[src/rtl/core/sab_pkg.sv]
// shared types, constants and helper functions for the sample average led bar
`default_nettype none

package sab_pkg;

    localparam int WINDOW_DEF   = 10;
    localparam int RAW_W        = 10;
    localparam int SCALED_W     = 5;
    localparam int LED_W        = 4;
    localparam int LIMIT_W      = 5;
    localparam int TOGGLE_W     = 6;
    localparam int CFG_DATA_W   = 6;
    localparam int CFG_INDEX_W  = 2;
    localparam int ACTION_W     = 2;
    localparam int PRODUCT_W    = 15;

    localparam int FULL_SCALE       = 1023;
    localparam int FULL_SCALE_SHIFT = 10;
    localparam int SCALE_TENTHS     = 30;

    localparam logic [ACTION_W-1:0] ACT_SAMPLE = 2'd0;
    localparam logic [ACTION_W-1:0] ACT_BUTTON = 2'd1;
    localparam logic [ACTION_W-1:0] ACT_TICK   = 2'd2;

    localparam logic [CFG_INDEX_W-1:0] CFG_LEVEL_ONE   = 2'd0;
    localparam logic [CFG_INDEX_W-1:0] CFG_LEVEL_TWO   = 2'd1;
    localparam logic [CFG_INDEX_W-1:0] CFG_LEVEL_THREE = 2'd2;
    localparam logic [CFG_INDEX_W-1:0] CFG_BLINK       = 2'd3;

    localparam logic [LIMIT_W-1:0]  LEVEL_ONE_RST   = 5'd10;
    localparam logic [LIMIT_W-1:0]  LEVEL_TWO_RST   = 5'd20;
    localparam logic [LIMIT_W-1:0]  LEVEL_THREE_RST = 5'd30;
    localparam logic [TOGGLE_W-1:0] BLINK_RST       = 6'd50;

    localparam logic [LED_W-1:0] LEDS_FOUR  = 4'hF;
    localparam logic [LED_W-1:0] LEDS_THREE = 4'h7;
    localparam logic [LED_W-1:0] LEDS_TWO   = 4'h3;
    localparam logic [LED_W-1:0] LEDS_ONE   = 4'h1;
    localparam logic [LED_W-1:0] LEDS_OFF   = 4'h0;

    typedef struct packed {
        logic [ACTION_W-1:0] action;
        logic [RAW_W-1:0]    raw_sample;
        logic                read_failed;
    } sab_in_t;

    typedef struct packed {
        logic [LED_W-1:0]    led_pattern;
        logic [SCALED_W-1:0] window_average;
        logic                blinking;
    } sab_out_t;

    typedef struct packed {
        logic                full;
        logic                full_new;
        logic [SCALED_W-1:0] avg_cur;
        logic [SCALED_W-1:0] avg_new;
    } sab_win_t;

    function automatic logic [SCALED_W-1:0] scale_sample(
        input logic [RAW_W-1:0] raw,
        input logic             failed
    );
        logic [PRODUCT_W-1:0] product;
        logic [PRODUCT_W-1:0] quotient;
        begin
            product  = PRODUCT_W'(SCALE_TENTHS) * PRODUCT_W'(raw);
            // divide by one below a power of two: fold the upper bits back in
            quotient = (product + (product >> FULL_SCALE_SHIFT) + PRODUCT_W'(1))
                       >> FULL_SCALE_SHIFT;
            scale_sample = failed ? '0 : quotient[SCALED_W-1:0];
        end
    endfunction

    function automatic logic [LED_W-1:0] bar_pattern(
        input logic [SCALED_W-1:0] avg,
        input logic [LIMIT_W-1:0]  lim_one,
        input logic [LIMIT_W-1:0]  lim_two,
        input logic [LIMIT_W-1:0]  lim_three
    );
        begin
            if (avg < lim_one) begin
                bar_pattern = LEDS_FOUR;
            end else if (avg < lim_two) begin
                bar_pattern = LEDS_THREE;
            end else if (avg < lim_three) begin
                bar_pattern = LEDS_TWO;
            end else begin
                bar_pattern = LEDS_ONE;
            end
        end
    endfunction

endpackage

`default_nettype wire

[src/rtl/core/sample_average_led_bar_unit.sv]
// top level of the sample average led bar indicator
// usage:
//   in channel carries one word per event: a sample (10-bit reading plus a
//   failed flag), a button press or a blink tick, with valid/ready handshake
//   out channel returns led pattern, window average and blink flag; a word
//   is produced for every sample outside blinking once the averaging window
//   has filled, for every button press, and for every tick while blinking
//   config port writes the three thresholds and the toggle count at any time
//   the block is idle, effective on the next word
// timing:
//   a result word is registered and appears in the cycle after the input word is accepted
//   one word per cycle is accepted while the result register is empty or
//   being read; the running sum, average and pattern are formed
//   combinationally between the state registers and the result register
// reset clears the window, stops blinking, lights all leds and loads the
//   default thresholds; no clearing pass is needed
// when the receiver stalls the result register holds its word and input is
//   taken only in the cycle the waiting word leaves
`default_nettype none

module sample_average_led_bar_unit #(
    parameter int WINDOW = sab_pkg::WINDOW_DEF
) (
    input  wire logic                             clk,
    input  wire logic                             rst_n,
    input  wire logic                             in_valid,
    output logic                                  in_ready,
    input  wire sab_pkg::sab_in_t                 in_data,
    output logic                                  out_valid,
    input  wire logic                             out_ready,
    output sab_pkg::sab_out_t                     out_data,
    input  wire logic                             cfg_we,
    input  wire logic [sab_pkg::CFG_INDEX_W-1:0]  cfg_index,
    input  wire logic [sab_pkg::CFG_DATA_W-1:0]   cfg_data
);
    import sab_pkg::*;

    logic                accept;
    logic                push;
    logic [SCALED_W-1:0] scaled;
    logic                res_valid;
    sab_out_t            res;
    sab_win_t            win;
    logic                out_valid_reg;
    sab_out_t            out_data_reg;

    assign in_ready  = !out_valid_reg || out_ready;
    assign accept    = in_valid && in_ready;
    assign out_valid = out_valid_reg;
    assign out_data  = out_data_reg;

    sab_window #(
        .WINDOW (WINDOW)
    ) u_window (
        .clk    (clk),
        .rst_n  (rst_n),
        .push   (push),
        .scaled (scaled),
        .win    (win)
    );

    sab_indicator u_indicator (
        .clk       (clk),
        .rst_n     (rst_n),
        .cfg_we    (cfg_we),
        .cfg_index (cfg_index),
        .cfg_data  (cfg_data),
        .accept    (accept),
        .word      (in_data),
        .win       (win),
        .push      (push),
        .scaled    (scaled),
        .res_valid (res_valid),
        .res       (res)
    );

    always_ff @(posedge clk or negedge rst_n)
    begin
        if (!rst_n)
        begin
            out_valid_reg <= 1'b0;
        end
        else if (accept)
        begin
            out_valid_reg <= res_valid;
        end
        else if (out_ready)
        begin
            out_valid_reg <= 1'b0;
        end
    end

    always_ff @(posedge clk)
    begin
        if (accept && res_valid)
        begin
            out_data_reg <= res;
        end
    end

endmodule

`default_nettype wire

[src/rtl/core/sab_window.sv]
// sample ring with running sum and window average
`default_nettype none

module sab_window #(
    parameter int WINDOW = sab_pkg::WINDOW_DEF
) (
    input  wire logic                          clk,
    input  wire logic                          rst_n,
    input  wire logic                          push,
    input  wire logic [sab_pkg::SCALED_W-1:0]  scaled,
    output sab_pkg::sab_win_t                  win
);
    import sab_pkg::*;

    localparam int POS_W = $clog2(WINDOW);
    localparam int SUM_W = $clog2(WINDOW * SCALE_TENTHS + 1);
    localparam logic [POS_W-1:0] POS_LAST = POS_W'(WINDOW - 1);
    localparam int RECIP_SHIFT = SUM_W + 5;
    localparam int RECIP_W     = RECIP_SHIFT;
    localparam int DIV_PROD_W  = SUM_W + RECIP_W;
    localparam logic [RECIP_W-1:0] RECIP = RECIP_W'((2 ** RECIP_SHIFT + WINDOW - 1) / WINDOW);

    logic [SCALED_W-1:0] mem [WINDOW];
    logic [POS_W-1:0]    pos_reg;
    logic [POS_W-1:0]    pos_next;
    logic                full_reg;
    logic                full_next;
    logic [SUM_W-1:0]    sum_reg;
    logic [SUM_W-1:0]    sum_next;
    logic [SUM_W-1:0]    sum_after;
    logic [SCALED_W-1:0] oldest_reg;
    logic                last;

    // divide by the window length through a reciprocal multiply
    function automatic logic [SCALED_W-1:0] window_div(input logic [SUM_W-1:0] total);
        logic [DIV_PROD_W-1:0] prod;
        begin
            prod       = DIV_PROD_W'(total) * DIV_PROD_W'(RECIP);
            window_div = SCALED_W'(prod >> RECIP_SHIFT);
        end
    endfunction

    assign last      = (pos_reg == POS_LAST);
    assign sum_after = sum_reg - (full_reg ? SUM_W'(oldest_reg) : '0) + SUM_W'(scaled);

    always_comb
    begin
        pos_next  = pos_reg;
        full_next = full_reg;
        sum_next  = sum_reg;
        if (push)
        begin
            pos_next  = last ? '0 : pos_reg + 1'b1;
            full_next = full_reg | last;
            sum_next  = sum_after;
        end
    end

    always_comb
    begin
        win.full     = full_reg;
        win.full_new = full_reg | last;
        win.avg_cur  = full_reg ? window_div(sum_reg) : '0;
        win.avg_new  = window_div(sum_after);
    end

    // entry to be replaced next is read ahead of its push
    always_ff @(posedge clk)
    begin
        if (push)
        begin
            mem[pos_reg] <= scaled;
        end
        oldest_reg <= mem[pos_next];
    end

    always_ff @(posedge clk or negedge rst_n)
    begin
        if (!rst_n)
        begin
            pos_reg  <= '0;
            full_reg <= 1'b0;
            sum_reg  <= '0;
        end
        else
        begin
            pos_reg  <= pos_next;
            full_reg <= full_next;
            sum_reg  <= sum_next;
        end
    end

endmodule

`default_nettype wire

[src/rtl/core/sab_indicator.sv]
// threshold registers, led state and blink sequencing
`default_nettype none

module sab_indicator (
    input  wire logic                             clk,
    input  wire logic                             rst_n,
    input  wire logic                             cfg_we,
    input  wire logic [sab_pkg::CFG_INDEX_W-1:0]  cfg_index,
    input  wire logic [sab_pkg::CFG_DATA_W-1:0]   cfg_data,
    input  wire logic                             accept,
    input  wire sab_pkg::sab_in_t                 word,
    input  wire sab_pkg::sab_win_t                win,
    output logic                                  push,
    output logic [sab_pkg::SCALED_W-1:0]          scaled,
    output logic                                  res_valid,
    output sab_pkg::sab_out_t                     res
);
    import sab_pkg::*;

    logic [LIMIT_W-1:0]  lim_one_reg;
    logic [LIMIT_W-1:0]  lim_two_reg;
    logic [LIMIT_W-1:0]  lim_three_reg;
    logic [TOGGLE_W-1:0] blink_limit_reg;
    logic [LED_W-1:0]    led_reg;
    logic [LED_W-1:0]    led_next;
    logic                blink_reg;
    logic                blink_next;
    logic [TOGGLE_W-1:0] count_reg;
    logic [TOGGLE_W-1:0] count_next;
    logic [TOGGLE_W-1:0] count_inc;
    logic [SCALED_W-1:0] avg_out;

    assign scaled    = scale_sample(word.raw_sample, word.read_failed);
    assign count_inc = count_reg + 1'b1;

    always_comb
    begin
        led_next   = led_reg;
        blink_next = blink_reg;
        count_next = count_reg;
        push       = 1'b0;
        res_valid  = 1'b0;
        avg_out    = win.avg_cur;
        if (accept)
        begin
            case (word.action)
                ACT_SAMPLE:
                begin
                    if (!blink_reg)
                    begin
                        push = 1'b1;
                        if (win.full_new)
                        begin
                            avg_out   = win.avg_new;
                            led_next  = bar_pattern(win.avg_new, lim_one_reg,
                                                    lim_two_reg, lim_three_reg);
                            res_valid = 1'b1;
                        end
                    end
                end
                ACT_BUTTON:
                begin
                    if (!blink_reg)
                    begin
                        led_next   = LEDS_OFF;
                        blink_next = 1'b1;
                        count_next = '0;
                    end
                    res_valid = 1'b1;
                end
                ACT_TICK:
                begin
                    if (blink_reg)
                    begin
                        led_next   = ~led_reg;
                        count_next = count_inc;
                        if (count_inc >= blink_limit_reg)
                        begin
                            blink_next = 1'b0;
                            count_next = '0;
                        end
                        res_valid = 1'b1;
                    end
                end
                default:
                begin
                    res_valid = 1'b0;
                end
            endcase
        end
    end

    always_comb
    begin
        res.led_pattern    = led_next;
        res.window_average = avg_out;
        res.blinking       = blink_next;
    end

    always_ff @(posedge clk or negedge rst_n)
    begin
        if (!rst_n)
        begin
            lim_one_reg     <= LEVEL_ONE_RST;
            lim_two_reg     <= LEVEL_TWO_RST;
            lim_three_reg   <= LEVEL_THREE_RST;
            blink_limit_reg <= BLINK_RST;
        end
        else if (cfg_we)
        begin
            case (cfg_index)
                CFG_LEVEL_ONE:   lim_one_reg     <= cfg_data[LIMIT_W-1:0];
                CFG_LEVEL_TWO:   lim_two_reg     <= cfg_data[LIMIT_W-1:0];
                CFG_LEVEL_THREE: lim_three_reg   <= cfg_data[LIMIT_W-1:0];
                CFG_BLINK:       blink_limit_reg <= cfg_data[TOGGLE_W-1:0];
                default:         lim_one_reg     <= lim_one_reg;
            endcase
        end
    end

    always_ff @(posedge clk or negedge rst_n)
    begin
        if (!rst_n)
        begin
            led_reg   <= LEDS_FOUR;
            blink_reg <= 1'b0;
            count_reg <= '0;
        end
        else
        begin
            led_reg   <= led_next;
            blink_reg <= blink_next;
            count_reg <= count_next;
        end
    end

endmodule

`default_nettype wire

[config.mk]
export PLATFORM = sky130hd
export DESIGN_NAME = sample_average_led_bar_unit
export DESIGN_NICKNAME = d
export VERILOG_FILES = /design/src/rtl/core/sab_pkg.sv /design/src/rtl/core/sample_average_led_bar_unit.sv /design/src/rtl/core/sab_window.sv /design/src/rtl/core/sab_indicator.sv
export SDC_FILE = /design/constraint.sdc
export NUM_CORES = 1
export LEC_CHECK = 0
export ABC_AREA = 1
export BUFFER_PORTS_ARGS = -buffer_cell sky130_fd_sc_hd__buf_2
export CORE_MARGIN = 8
export CORE_UTILIZATION = 55
export DETAILED_ROUTE_END_ITERATION = 8
export GPL_ROUTABILITY_DRIVEN = 1
export PLACE_DENSITY = 0.83
export RECOVER_POWER = 50
export SLEW_MARGIN = 10
export SYNTH_ARGS = -nofsm -noshare
export SYNTH_HDL_FRONTEND = slang
export SYNTH_SLANG_ARGS = --single-unit
[constraint.sdc]
create_clock -name clk -period 21.3 [get_ports clk]
set_input_delay 2.13 -clock clk [delete_from_list [all_inputs] [get_ports clk]]
set_output_delay 2.13 -clock clk [all_outputs]
set_load 0.005 [all_outputs]
==> impl_metrics.py <==
metrics = {
    "finish": {
        "mostFrequentLayoutCells": "inv_1 (251), nand2_1 (204), ha_1 (142), nor2_1 (75), fa_1 (72)",
        "mostFrequentLayoutCell": "inv_1",
        "diodes": 0,
        "largest_reg_flops": 50,
        "syn2layout_area_growth_pct": 6.857,
        "finalNetCount": 1435,
        "layout-drive-gt1-share_pct": 6.500,
        "nFillCells": 1521,
    },
    "clock_network": {
        "cts_setup_buffers": 0,
        "worstSkewPairLatency_ns": 0.36,
        "clock-root-buffer": "clkbuf_16",
        "cts_tree": "built",
        "cts_buffer_depth": 2,
        "cts-buffers-inserted": 9,
        "post_cts_resized": 0,
        "clk_pin_slew_ns": 0.08,
        "cts_hold_buf": 0,
        "cts_sinks": 112,
        "cts_max_level": 3,
    },
    "grt": {
        "grt_overflow": 0,
        "grt_max_degree": 48,
        "grtUsageTotal_pct": 19.19,
        "grt_pass1_vias": 7731,
        "antenna_found_initial": 0,
        "grt_pass1_wl_um": 35670,
    },
    "route": {
        "dr_wl_met3_um": 917,
        "via_per_inst": 5.378,
        "drt-met1-wl_um": 9447,
        "drt_iter0_markers": 533,
        "met2_length_um": 10150,
        "drc": 0,
        "dr.max_layer_used": "met4",
        "drtAntennaViolNets": 0,
        "wl_um": 20850,
        "first_pass_iters": 5,
        "post_drt_wl_per_cell_um": 14.59,
        "vias": 7685,
    },
    "synth": {
        "synth.distinct_cells": 53,
        "ys_seq_area_share_pct": 30.63,
        "netlist_area_um2": 10110,
        "synth_area_leaders": "edfxtp_1 (18%), ha_1 (18%), fa_1 (14%)",
        "avgSynthCellArea_um2": 8.753,
        "synth_area_leader_cell": "edfxtp_1",
        "yosys.area.top_type_share_pct": 17.82,
        "synth_nets": 1395,
        "synth_ff_type": "edfxtp_1",
        "synth-seq-cells": 112,
        "synthArstFlopShare_pct": 41.96,
        "yosys_warnings": 0,
        "synth_edf_count": 60,
        "synthCells": 1155,
    },
    "die": {
        "core-area_um2": 18020,
        "die_w_um": 151.6,
        "start_util_pct": 56.09,
        "rows": 49,
        "pin_count": 38,
        "dieArea_um2": 22980,
        "die_h_um": 151.6,
    },
    "placed_design": {
        "port_buffers": 37,
        "gp_congestion": 0.9327,
        "place_hpwl_um": 16560,
    },
    "worst_setup_path": {
        "critical_path.max_fanout": 11,
        "arrival_ns": 13.19,
        "worstSetupEndpointType": "flop",
        "startpoint_type": "input port",
        "cp_num_buf_inv": 6,
        "critPathMaxStageDelay_ns": 0.75,
        "criticalPathCategory": "input port to flop",
        "crit_top_cell": "nand2_1",
        "critPathTopFamily": "adder cells",
        "crit_required_ns": 21.47,
        "slowest_stage": "a21oi_1",
    },
    "sta": {
        "final.setup.tns_ns": 0,
        "slew_headroom_pct": -74.42,
        "hold_viol": 0,
        "fin_crit_sh_pct": 61.14,
        "setup_viol": 0,
        "rsz0062_at_grt": "no",
        "maxSlewViolCount": 68,
        "fin_crit_ns": 13.02,
        "skew_ns": 0.01566,
        "tightest_slew_ns": 2.616,
        "fmax_mhz": 76.79,
    },
    "job": {
        "cap_violations": 2,
    },
    "min_path": {
        "hp-class": "flop to flop",
    },
    "run_status": {
        "status": "finished with violations",
        "violations": "capacitance limit, slew limit",
    },
}
logic make-up (layout without fill, tap and decap cells):
group / count (synthesis) / count (layout) / share of synthesized area [%]
AOI/OAI and AO/OA: 170 / 170 / 9.679
xor gates and xnor gates: 23 / 23 / 1.993
adders and majority gates: 214 / 214 / 31.83
buffers and inverters: 264 / 309 / 10.10
DFF: 112 / 112 / 30.63
muxes: 1 / 1 / 0.09901
and+or+nand+nor: 371 / 371 / 15.67
synthesized netlist by cell type, types with 2 or more instances:
cell type	instances
dfrtp_1	32
inv_2	4
o21ai_1	16
nand2_1	203
dfxtp_1	5
and2_1	2
o211ai_1	7
clkbuf_1	4
xor2_1	15
inv_1	249
buf_4	3
a21oi_1	51
o21bai_1	4
buf_6	2
nand4_1	9
o21ai_2	2
nand2_4	2
o221ai_1	5
nand3b_1	5
xnor2_1	8
nand2_2	3
or2_2	7
edfxtp_1	60
nor4_1	6
dfstp_2	15
fa_1	72
ha_1	142
o21ai_0	62
a221oi_1	3
a211oi_1	5
a21o_1	3
nor2_1	75
nor3_1	6
nand3_1	49
worst paths after layout:
path | startpoint | slack [ns] | to | cells past startpoint
max | in_data[6] | 8.28 | out_data[8] | 54
min | u_indicator.blink_limit_reg[5] | 0.49 | u_indicator.blink_limit_reg[5] | 2
max reg2reg | u_window.sum_reg[3] | 13.59 | out_data[8] | 36
min reg2reg | u_indicator.blink_limit_reg[5] | 0.49 | u_indicator.blink_limit_reg[5] | 2
max in group asynchronous | rst_n | 17.13 | u_window.pos_reg[2] | 2
min in group asynchronous | rst_n | 2.68 | u_indicator.count_reg[4] | 2
worst reg2reg max path: cells and delay by family (launching register included):
kind	cells	cell delay (ns)
AND/OR/NAND/NOR	16	1.64
AO/OA/AOI/OAI	7	1.15
buffers and inverters	4	0.30
XOR/XNOR	1	0.35
flip-flops	1	0.49
adder cells (fa/ha/maj)	8	3.56
metrics by stage:
step	utilization (%)	std cells	setup WS, ns	area [um2]	hold slack (ns)
floorplan	-	1155	9.420	10110	0.4530
global placement	58.43	1413	8.498	10530	0.4666
detailed placement	58.43	1413	8.164	10530	0.4728
CTS	60.12	1429	8.393	10840	0.4934
global route	59.93	1429	7.364	10800	0.5132
finish	59.93	1429	8.278	10800	0.4894
layout make-up:
cell class / count / area [um2] / area share, %
clock buffers: 10 / 239.0 / 2.212
clock inverters: 6 / 66.31 / 0.6138
inverters: 254 / 955.9 / 8.849
multi-input cells: 779 / 5978 / 55.34
flip-flops and latches: 112 / 3097 / 28.67
well taps: 229 / 286.5 / 2.652
repair buffers: 39 / 180.2 / 1.668
metal layers:
layer,vias to the layer above,GRT usage [%]
met3,28,2.198
met2,181,32.71
li1,3801,-
met4,0,6.026
met5,-,0
met1,3675,25.16
Power is not shown: default switching activity piles up to over one toggle a cycle in this logic, so the estimate is an artifact.
